File: src/rtl/core/wspr_pkg.sv
// shared constants, codes and controller/datapath types of the segment ranker
package wspr_pkg;

  // table size and field widths
  localparam int unsigned NUM_SEG = 16;
  localparam int unsigned SEG_W   = $clog2(NUM_SEG);
  localparam int unsigned CNT_W   = SEG_W + 1;
  localparam int unsigned REQ_W   = 3;
  localparam int unsigned COV_W   = 16;
  localparam int unsigned PRI_W   = 17;
  localparam int unsigned RANK_W  = 5;
  localparam int unsigned MASK_W  = 16;
  localparam int unsigned NSEG_W  = 5;
  localparam int unsigned CFG_W   = 17;
  localparam int unsigned CFGI_W  = 2;

  // sum of all scores and the divider operands
  localparam int unsigned SUM_W   = PRI_W + SEG_W;
  localparam int unsigned DVD_W   = 2 * PRI_W - 1;

  // fixed point constants
  localparam logic [PRI_W-1:0] ONE_Q16  = PRI_W'(65536);
  localparam logic [PRI_W-1:0] HALF_Q16 = PRI_W'(32768);
  localparam int unsigned      FULL_COV = 10000;
  localparam int unsigned      HALF_COV = 5000;
  localparam int unsigned      SAT_T    = 655370000;

  // divide by full coverage: drop 4 bits, then multiply by 2^35/625 rounded up
  localparam int unsigned      SC_RCP_W = 26;
  localparam logic [SC_RCP_W-1:0] SC_RCP = 26'd54975582;
  localparam int unsigned      SC_SHIFT = 35;

  // reset values of the registers
  localparam logic [NSEG_W-1:0] NSEG_RST = NSEG_W'(16);
  localparam logic [CFG_W-1:0]  CW_RST   = CFG_W'(45875);
  localparam logic [CFG_W-1:0]  SW_RST   = CFG_W'(19661);

  // request codes
  typedef enum logic [REQ_W-1:0] {
    REQ_INIT      = 3'd0,
    REQ_UPDATE    = 3'd1,
    REQ_RECALC    = 3'd2,
    REQ_RECOMMEND = 3'd3,
    REQ_QUERY     = 3'd4
  } req_e;

  // register indexes
  typedef enum logic [CFGI_W-1:0] {
    CFG_NUM_SEGMENTS = 2'd0,
    CFG_COV_WEIGHT   = 2'd1,
    CFG_SUCC_WEIGHT  = 2'd2
  } cfg_e;

  // datapath operations
  typedef enum logic [4:0] {
    DP_NOP,
    DP_LOAD,
    DP_INIT,
    DP_UPD_WR,
    DP_SC_START,
    DP_PRI_WR,
    DP_PRI_WR_ACC,
    DP_NORM_START,
    DP_RANK_LD,
    DP_RANK_CMP,
    DP_RANK_WR,
    DP_REC_STEP,
    DP_OUT_SEG,
    DP_OUT_TOP,
    DP_OUT_REC,
    DP_OUT_INIT,
    DP_OUT_NONE
  } dp_op_e;

  // controller to datapath
  typedef struct packed {
    dp_op_e           op;
    logic [SEG_W-1:0] idx;
    logic [SEG_W-1:0] ri;
  } cmd_t;

  // datapath to controller
  typedef struct packed {
    logic [REQ_W-1:0] req_type;
    logic [SEG_W-1:0] seg;
    logic             seg_ok;
    logic [CNT_W-1:0] n;
    logic             sum_pos;
    logic             q_done;
    logic             out_free;
  } sts_t;

endpackage

File: src/rtl/core/wspr_ctrl.sv
// controller: sequences each request over the datapath
module wspr_ctrl (
  input  logic           clk_i,
  input  logic           rst_ni,
  input  logic           req_valid_i,
  output logic           req_ready_o,
  input  wspr_pkg::sts_t sts_i,
  output wspr_pkg::cmd_t cmd_o
);
  import wspr_pkg::*;

  typedef enum logic [3:0] {
    S_IDLE,
    S_DISPATCH,
    S_UPD,
    S_UPD_WAIT,
    S_SC,
    S_SC_WAIT,
    S_NORM_CHK,
    S_NORM,
    S_NORM_WAIT,
    S_RK_LD,
    S_RK_CMP,
    S_RK_WR,
    S_REC,
    S_OUT
  } state_e;

  state_e           state_q;
  dp_op_e           out_op_q;
  logic [SEG_W-1:0] i_q;
  logic [SEG_W-1:0] j_q;
  logic             last_i;
  logic             last_j;

  assign last_i = (CNT_W'(i_q) + 1'b1) == sts_i.n;
  assign last_j = (CNT_W'(j_q) + 1'b1) == sts_i.n;
  assign req_ready_o = (state_q == S_IDLE);

  // operation of each state
  always_comb begin
    cmd_o.op  = DP_NOP;
    cmd_o.idx = i_q;
    cmd_o.ri  = i_q;
    case (state_q)
      S_IDLE:      if (req_valid_i) cmd_o.op = DP_LOAD;
      S_DISPATCH:  if (sts_i.req_type == REQ_INIT) cmd_o.op = DP_INIT;
      S_UPD: begin
        cmd_o.op  = DP_UPD_WR;
        cmd_o.idx = sts_i.seg;
      end
      S_UPD_WAIT: begin
        cmd_o.idx = sts_i.seg;
        if (sts_i.q_done) cmd_o.op = DP_PRI_WR;
      end
      S_SC:        cmd_o.op = DP_SC_START;
      S_SC_WAIT:   if (sts_i.q_done) cmd_o.op = DP_PRI_WR_ACC;
      S_NORM:      cmd_o.op = DP_NORM_START;
      S_NORM_WAIT: if (sts_i.q_done) cmd_o.op = DP_PRI_WR;
      S_RK_LD:     cmd_o.op = DP_RANK_LD;
      S_RK_CMP: begin
        cmd_o.op  = DP_RANK_CMP;
        cmd_o.idx = j_q;
      end
      S_RK_WR:     cmd_o.op = DP_RANK_WR;
      S_REC:       cmd_o.op = DP_REC_STEP;
      S_OUT: begin
        cmd_o.idx = sts_i.seg;
        if (sts_i.out_free) cmd_o.op = out_op_q;
      end
      default: ;
    endcase
  end

  // sequencing
  always_ff @(posedge clk_i or negedge rst_ni) begin
    if (!rst_ni) begin
      state_q  <= S_IDLE;
      out_op_q <= DP_OUT_NONE;
      i_q      <= '0;
      j_q      <= '0;
    end else begin
      case (state_q)
        S_IDLE: begin
          if (req_valid_i) state_q <= S_DISPATCH;
        end
        S_DISPATCH: begin
          i_q     <= '0;
          state_q <= S_OUT;
          case (sts_i.req_type)
            REQ_INIT: out_op_q <= DP_OUT_INIT;
            REQ_UPDATE: begin
              out_op_q <= DP_OUT_SEG;
              if (sts_i.seg_ok) state_q <= S_UPD;
            end
            REQ_QUERY: out_op_q <= DP_OUT_SEG;
            REQ_RECALC: begin
              out_op_q <= DP_OUT_TOP;
              if (sts_i.n == '0) out_op_q <= DP_OUT_NONE;
              else state_q <= S_SC;
            end
            REQ_RECOMMEND: begin
              out_op_q <= DP_OUT_REC;
              if (sts_i.n != '0) state_q <= S_REC;
            end
            default: out_op_q <= DP_OUT_NONE;
          endcase
        end
        S_UPD:      state_q <= S_UPD_WAIT;
        S_UPD_WAIT: if (sts_i.q_done) state_q <= S_OUT;
        S_SC:       state_q <= S_SC_WAIT;
        S_SC_WAIT: begin
          if (sts_i.q_done) begin
            if (last_i) begin
              i_q     <= '0;
              state_q <= S_NORM_CHK;
            end else begin
              i_q     <= i_q + 1'b1;
              state_q <= S_SC;
            end
          end
        end
        S_NORM_CHK: state_q <= sts_i.sum_pos ? S_NORM : S_RK_LD;
        S_NORM:     state_q <= S_NORM_WAIT;
        S_NORM_WAIT: begin
          if (sts_i.q_done) begin
            if (last_i) begin
              i_q     <= '0;
              state_q <= S_RK_LD;
            end else begin
              i_q     <= i_q + 1'b1;
              state_q <= S_NORM;
            end
          end
        end
        S_RK_LD: begin
          j_q     <= '0;
          state_q <= S_RK_CMP;
        end
        S_RK_CMP: begin
          if (last_j) state_q <= S_RK_WR;
          else j_q <= j_q + 1'b1;
        end
        S_RK_WR: begin
          if (last_i) begin
            state_q <= S_OUT;
          end else begin
            i_q     <= i_q + 1'b1;
            state_q <= S_RK_LD;
          end
        end
        S_REC: begin
          if (last_i) state_q <= S_OUT;
          else i_q <= i_q + 1'b1;
        end
        S_OUT: if (sts_i.out_free) state_q <= S_IDLE;
        default: state_q <= S_IDLE;
      endcase
    end
  end

endmodule

File: config.mk
export PLATFORM = sky130hd
export DESIGN_NAME = wspr_ctrl
export DESIGN_NICKNAME = d
export VERILOG_FILES = /design/src/rtl/core/wspr_pkg.sv /design/src/rtl/core/wspr_ctrl.sv
export SDC_FILE = /design/constraint.sdc
export NUM_CORES = 1
export LEC_CHECK = 0
export BUFFER_PORTS_ARGS = -buffer_cell sky130_fd_sc_hd__buf_2
export CAP_MARGIN = 0
export CORE_MARGIN = 2
export CORE_UTILIZATION = 50
export CTS_CLUSTER_DIAMETER = 60
export DETAILED_ROUTE_END_ITERATION = 8
export GPL_TIMING_DRIVEN = 0
export HOLD_SLACK_MARGIN = 0.08
export PLACE_DENSITY = 0.85
export SYNTH_ARGS = -nofsm -noshare
export SYNTH_HDL_FRONTEND = slang
export SYNTH_SLANG_ARGS = --single-unit
File: constraint.sdc
create_clock -name clk_i -period 3.19 [get_ports clk_i]
set_clock_uncertainty 0.1 [all_clocks]
set_input_delay 0.4785 -clock clk_i [delete_from_list [all_inputs] [get_ports clk_i]]
set_output_delay 0.4785 -clock clk_i [all_outputs]
set_load 0.01 [all_outputs]
# Word-level counts from Yosys, hierarchy flattened

Cells that the tools add are included.

Bits of input ports: 19
Output and inout port bits: 14
Logic and storage cells: 82
Flip-flop bits (word level): 17

Muxes and demuxes: 31
Reduce and logical (&&, ||, !) cells: 14
Add/subtract/negate cells: 4
Eq/ne operators: 29

Operators by type and width:

| kind                                                            | count |
|---|---|
| 4-bit two-way mux                                               | 15 |
| 5-bit one-hot mux with 12 select lines                          | 1 |
| 4-bit one-hot mux with 14 select lines                          | 1 |
| 4-bit == test, second input constant                            | 6 |
| 4-bit one-hot mux with 3 select lines                           | 2 |
| 5-bit one-hot mux with 4 select lines                           | 1 |
| 2-bit inequality test, second input constant                    | 9 |
| 4-bit by 3-bit == test with 1-bit output, second input constant | 4 |
| 4-bit one-hot mux with 2 select lines                           | 2 |
| 4-bit by 1-bit adder with 5-bit output, second input constant   | 2 |
| 5-bit == test                                                   | 2 |
| 5-bit two-way mux                                               | 2 |
| 3-bit two-way mux                                               | 3 |
| 4-bit by 1-bit adder with 4-bit output, second input constant   | 2 |
| 4-bit by 2-bit == test with 1-bit output, second input constant | 2 |
| 2-bit OR reduction                                              | 4 |
| 7-bit AND reduction                                             | 1 |
| 3-bit by 2-bit == test with 1-bit output, second input constant | 2 |
| 5-bit logical NOT                                               | 1 |
| 5-bit nonzero test                                              | 1 |
| 4-bit by 1-bit == test with 1-bit output, second input constant | 1 |
| 4-bit logical NOT                                               | 1 |
| 2-bit two-way mux                                               | 2 |
| 3-bit by 1-bit == test with 1-bit output, second input constant | 1 |
| other kinds (9)                                                 | 10 |

# Logic depth before layout (Yosys ltp)

Gate-level depths: netlist of the first run.

Depth in word-level cells: 5
Mapped depth: 7
Depth with buffers taken out: 7

# Least setup slack after synthesis of the first run

No wires, ideal clock.

Path kind: reg2reg
Start: register i_q[0]
End: register i_q[3]
Slack: 0.903 ns
Buffers on the path: 0
Period minus slack after synthesis: 2.287 ns
Library setup time: 0.121 ns
Required time: 2.969 ns
Arrival: 2.066 ns
Cell stages (with the launch flop): 8
Cell sequence: dfrtp_1 ha_1 and2b_2 o21ai_0 a2111oi_4 a211oi_2 a21o_1 a22o_1

Word-level cells in the longest chain between the ends: 5
Elaborated cells between the ends (all ways): 9
Those cells by class: add/sub: 2; eq/ne: 2; mux: 4; reduce/logical: 1

RTL lines:

| what                                   | RTL line                           | source |
|---|---|---|
| start, declared                        | wspr_ctrl.sv:31                    | `logic [SEG_W-1:0] i_q;` |
| start signal, assigned                 | wspr_ctrl.sv:118                   | `i_q <= i_q + 1'b1;` |
| start signal, assigned                 | wspr_ctrl.sv:131                   | `i_q <= i_q + 1'b1;` |
| start signal, assigned                 | wspr_ctrl.sv:148                   | `i_q <= i_q + 1'b1;` |
| 4-bit by 1-bit adder with 5-bit output | wspr_ctrl.sv:36                    | `assign last_i = (CNT_W'(i_q) + 1'b1) == sts_i.n;` |
| 5-bit == test                          | wspr_ctrl.sv:36                    |  |
| 4-bit two-way mux                      | wspr_ctrl.sv:114, wspr_ctrl.sv:127 |  |
| 4-bit two-way mux                      | wspr_ctrl.sv:113                   | `if (sts_i.q_done) begin` |
| 4-bit one-hot mux with 3 select lines  | wspr_ctrl.sv:83                    | `case (state_q)` |

Parallel ways exist; a longest one is shown, timed or not. The select of a mux whose other input is x is not followed.
A chain may end at the register's enable or synchronous reset.

==> flow_summary.yaml, run 1 <==
global_route:
  groute.usage.overall_pct: 22.0
  grt-ovfl-total: 0
  grt_first_pass_wirelength_um: 6250
  use_met3_pct: 4.69
  grtUsageMet2_pct: 32.1
  grt_max_degree: 17
  grt_pass1_vias: 1378
  grt_antenna_before_repair: 0
  busiest_layer: "met1"
  grt.met1_usage_pct: 33.3
die:
  core_area_um2: 3050
  die_w_um: 60.8
  dieHeight_um: 60.8
  start_util_pct: 52.8
  core.rowCount: 20
  ios: 33
  die_area_um2: 3700
power:
  peakVddDrop_v: 0.000472
  power_uw: 1610
  p_leak_uw: 0.000843
  power.density_nw_per_um2: 859
timing:
  fin_ws_ns: 0.390
  fmax_ghz: 0.357
  drv_slew: 0
  rsz0062_at_grt: "false"
  fin_crit_ns: 2.80
  worst_pin_slew_ns: 0.576
  relSlewSlack_pct: 61.6
  finalCritPeriodShare_pct: 87.8
  setup-tns-final_ns: 0
  hold_violations: 0
  setup_violations: 0
worst_setup_path:
  rrSetupSlack_ns: 0.66
  slowest_delay_ns: 0.38
  crit_path_frequent_cell: "clkbuf_1"
  timing.rr.end: "i_q[3]"
  cp_data_arrival_time_ns: 2.22
  crit_required_ns: 2.61
  worstPathCellList: "clkbuf_1 -> clkbuf_1 -> buf_1 -> o211ai_1 -> o21a_1 -> o21ai_0 -> buf_2"
  timing.rr.start: "i_q[0]"
  worstSetupStartpointType: "flip-flop"
  path_max_fanout: 10
  critPathSlowestCell: "buf_1"
  worstSetupPathType: "reg -> out"
  rr_worst_depth: 7
  end_kind: "primary output"
synthesis:
  synth_commonest_cells: "nand2_1 (22), dfrtp_1 (15), nor2_1 (14)"
  synth-xor-area-share_pct: 7.06
  syn_nets: 217
  ys_seq_area_share_pct: 24.9
  ys_ff_latch: 16
  ys.flop_type: "dfrtp_1"
  async_flop_share_pct: 100
  synth_area_um2: 1610
  avgSynthCellArea_um2: 8.23
  synth_top_family_by_area: "compound AO/OA/AOI/OAI gates"
  synthCells: 196
  synth_top_area_cell: "dfrtp_1"
  synth-compound-area-share_pct: 31.5
  yosysTopAreaCellShare_pct: 23.3
  synth_cell_types: 57
  synth.top_cells.by_area: "dfrtp_1 (23%), nand2_1 (5.1%), xnor2_1 (4.3%), o21ai_0 (4.0%), nor2_1 (3.3%)"
  synth-simple-area-share_pct: 21.6
  yosys-mux-area-fraction_pct: 5.28
  yosysWarnings: 0
  synthAdderAreaFrac_pct: 2.17
  synth_edf_count: 0
  synth.most_common_cell: "nand2_1"
placement:
  pre_cts_ws_ns: 0.691
  dp_hpwl_um: 3010
  gp_congestion: 0.965
  io_buffer_count: 31
final_layout:
  syn_to_final_growth_pct: 15.9
  drive_gt1_share_pct: 23.7
  antenna_cells: 0
  final_net_count: 254
drt:
  viasPerCell: 5.79
  post_drt_wl_per_cell_um: 13.9
  firstDrtPassIters: 4
  vias: 1597
  wl_um: 3840
  drc: 0
  antenna_left: 0
  drt_iter0_markers: 118
clock_network:
  cts_tree: "yes"
  worstSkewPairLatency_ns: 0.29
  clockBufferDepth: 2
  clk_pin_slew_ns: 0.10
  cts-resized-gates: 0
  cts-root-buf: "clkbuf_4"
  cts.sink_count: 16
  cts_buffers: 3
  htreeDepth: 1
outcome:
  status: "finished, final reports clean"
min_path:
  hold_depth: 2
  hold_path.class: "in -> reg"
  hold_end: "out_op_q[1]"
  worstHoldStart: "sts_i[15]"
run:
  max_cap_violations: 0
==> where the power goes <==
part	internal, uW	switching (uW)
Sequential	294	91.9
Combinational	498	583
Clock	69.5	68.6
Total	862	743
==> stage by stage <==
| step | area (um^2) | utilization, % | hold slack (ns) | std cells |
|---|---|---|---|---|
| floorplan | 1610 | - | 0.0829 | 196 |
| global placement | 1820 | 59.7 | 0.316 | 271 |
| detailed placement | 1820 | 59.7 | 0.321 | 271 |
| CTS | 1870 | 61.2 | 0.323 | 276 |
| global route | 1870 | 61.2 | 0.343 | 276 |
| finish | 1870 | 61.2 | 0.332 | 276 |
==> how the worst max path moves through the flow <==
stage	startpoint	cells past startpoint	slack, ns	end
after floorplan	i_q[0]	7	0.90	i_q[3]
after global placement	i_q[0]	7	0.70	i_q[3]
after detailed placement	i_q[0]	7	0.69	i_q[3]
after CTS	state_q[2]	7	0.39	cmd_o[9]
after global routing	state_q[2]	7	0.19	cmd_o[9]
final	state_q[2]	7	0.39	cmd_o[9]
==> critical path, delay by kind of cell, from the launching register on <==
kind,cells,cell delay (ns)
compound gates,3,0.42
buf+inv,4,1.18
flops,1,0.33
==> cells in the final DEF (no fill, tap or decap), types with 3 or more instances in the layout <==
cell type  count
clkbuf_8       3
buf_2         32
nand2b_1       5
o22ai_1        3
clkbuf_4       3
a211oi_1       3
a21oi_1       10
clkbuf_1       7
nor2_1        14
xnor2_1        8
inv_1          6
mux2_2         4
nor3_1         8
nand2_1       22
xor2_1         5
nand3_1        7
a21o_1         6
a22o_1         6
mux2i_1        4
nor2b_1        4
o21ai_0       13
dfrtp_1       15
==> per-layer routing <==
layer,up-vias,routed length (um)
met3,2,272
li1,797,-
met1,744,1780
met4,0,20
met5,-,0
met2,54,1770
==> what timing repair did <==
action / CTS / global route
hold buffers: 1 / 0
setup buffers: 0 / 0
endpoints found under the hold margin: 15 / 0
endpoints found under the setup margin: 0 / 0
==> cells by family after synthesis <==
family / count (synthesis)
compound gates: 67
xor+xnor: 13
fa+ha+maj: 3
buf+inv: 19
flops: 16
mux: 8
simple gates: 70
==> flip-flops by register name (all words and copies together) (netlist names) <==
signal and cells:
out_op_q 4, i_q 4, j_q 4, state_q 4
==> final cells by class <==
cell class / count / area, um^2
flip-flops and latches: 16 / 402
clock buffers: 4 / 36.3
multi-input cells: 161 / 1090
fillers: 274 / 1180
plain buffers: 12 / 95.1
well taps: 44 / 55.1
inverters: 7 / 26.3
repair buffers: 32 / 165
Note: power is estimated with default switching activity, not from simulation.
==> inputs of run 2 (changes only) <==
MAX_ROUTING_LAYER = met4   (was default)
==> flow_summary.yaml, run 2 (same netlist as run 1, synthesis figures left out) <==
final_layout:
  fin_cells: 276
  utilization_pct: 61.2
  syn_to_final_growth_pct: 15.9
  multi_input_area_um2: 1090
  final_net_count: 254
  fillers: 280
  antenna_cells: 0
  drive_gt1_share_pct: 23.7
  layout_commonest_cell: "buf_2"
  final_cell_mix: "buf_2 (32), nand2_1 (22), dfrtp_1 (15), nor2_1 (14), o21ai_0 (13)"
  regArea_um2: 402
die:
  die_area_um2: 3700
  core.rowCount: 20
  die_w_um: 60.8
  core_area_um2: 3050
  ios: 33
  dieHeight_um: 60.8
  start_util_pct: 52.8
worst_setup_path:
  timing.rr.start: "i_q[0]"
  crit_required_ns: 2.61
  cp_num_buf_inv: 4
  end_kind: "primary output"
  critPathSlowestCell: "buf_1"
  startpoint: "state_q[2]"
  path_max_fanout: 10
  cp_data_arrival_time_ns: 2.28
  worstSetupStartpointType: "flip-flop"
  worstPathCellList: "clkbuf_1 -> clkbuf_1 -> buf_1 -> o22ai_1 -> a221o_1 -> buf_2"
  cp_top_family: "buffers and inverters"
  worstSetupPathType: "reg -> out"
  crit_path_frequent_cell: "clkbuf_1"
  slowest_delay_ns: 0.40
global_route:
  grt_antenna_before_repair: 0
  grt_max_degree: 17
  grt_pass1_vias: 1455
  groute.usage.overall_pct: 24.4
  grt_first_pass_wirelength_um: 6620
  grt-ovfl-total: 0
clock_network:
  cts_setup_buffers: 0
  clk_pin_slew_ns: 0.11
  cts-root-buf: "clkbuf_4"
  clockBufferDepth: 2
  htreeDepth: 1
  cts.sink_count: 16
  worstSkewPairLatency_ns: 0.30
  cts_tree: "yes"
  cts_buffers: 3
power:
  power.switching_uw: 776
  p_seq_share_pct: 23.9
  p_leak_uw: 0.000843
  swShare_pct: 47.4
  internal-power_uw: 863
  power.density_nw_per_um2: 877
  peakVddDrop_v: 0.000563
  clockPowerShare_pct: 8.9
  power_frac_comb_pct: 67.2
timing:
  hold_violations: 0
  setup_violations: 0
  setup-tns-final_ns: 0
  fin_crit_ns: 2.86
  drv_slew: 0
  holdWs_ns: 0.306
  finalCritPeriodShare_pct: 89.5
  worst_pin_slew_ns: 0.587
  relSlewSlack_pct: 60.8
  fmax_ghz: 0.350
  rsz0062_at_grt: "false"
placement:
  io_buffer_count: 31
  gp_congestion: 0.968
  dp_hpwl_um: 3210
  dpl.cell_count: 271
run:
  max_cap_violations: 0
drt:
  viasPerCell: 5.92
  drc: 0
  drt_iter0_markers: 76
  firstDrtPassIters: 4
  post_drt_wl_per_cell_um: 15.4
  antenna_left: 0
  wl_um: 4250
  vias: 1633
min_path:
  hold_path.class: "in -> reg"
  worstHoldStart: "sts_i[15]"
outcome:
  status: "finished, final reports clean"
## run 2: worst paths after layout
check,slack [ns],cells after the start,endpoint
max,0.33,6,cmd_o[8]
max reg2reg,0.61,7,i_q[3]
max in group asynchronous,2.16,2,out_op_q[4]
min,0.31,2,out_op_q[1]
min in group asynchronous,0.52,2,out_op_q[1]
min reg2reg,0.40,2,out_op_q[4]
## run 2: layer usage
| layer | track usage [%] | routed length [um] | vias up |
|---|---|---|---|
| li1 | - | - | 794 |
| met1 | 32.3 | 1890 | 773 |
| met2 | 39.3 | 2060 | 58 |
| met3 | 2.56 | 245 | 8 |
| met4 | 7.45 | 61 | 0 |
| met5 | - | 0 | - |
## run 2: power by group through the flow
stage          sequential (uW)  clock, uW  combinational [uW]
3_3_place_gp               386          0                1060
2_1_floorplan              377          0                 821
5_1_grt                    400        156                1190
4_1_cts                    388        146                1090
3_5_place_dp               391          0                1080
6_report                   392        145                1100
## run 2: layout make-up
type	instances	area share (%)
inverters	7	1.41
plain buffers	12	5.09
repair buffers	32	8.84
multi-input cells	161	58.3
flip-flops and latches	16	21.5
clock buffers	4	1.94
well taps	44	2.95
## run 2: repair_timing
action                                 CTS  global route
gates resized for setup                  0             0
endpoints found under the hold margin   15             0
hold buffers                             1             0
## run 2: through the flow
stage / instance area, um^2 / setup slack (ns) / power [uW]
after global placement: 1820 / 0.691 / 1440
after CTS: 1870 / 0.406 / 1620
final: 1870 / 0.335 / 1640
after floorplan: 1610 / 0.903 / 1200
after detailed placement: 1820 / 0.664 / 1470
after global routing: 1870 / 0.245 / 1750
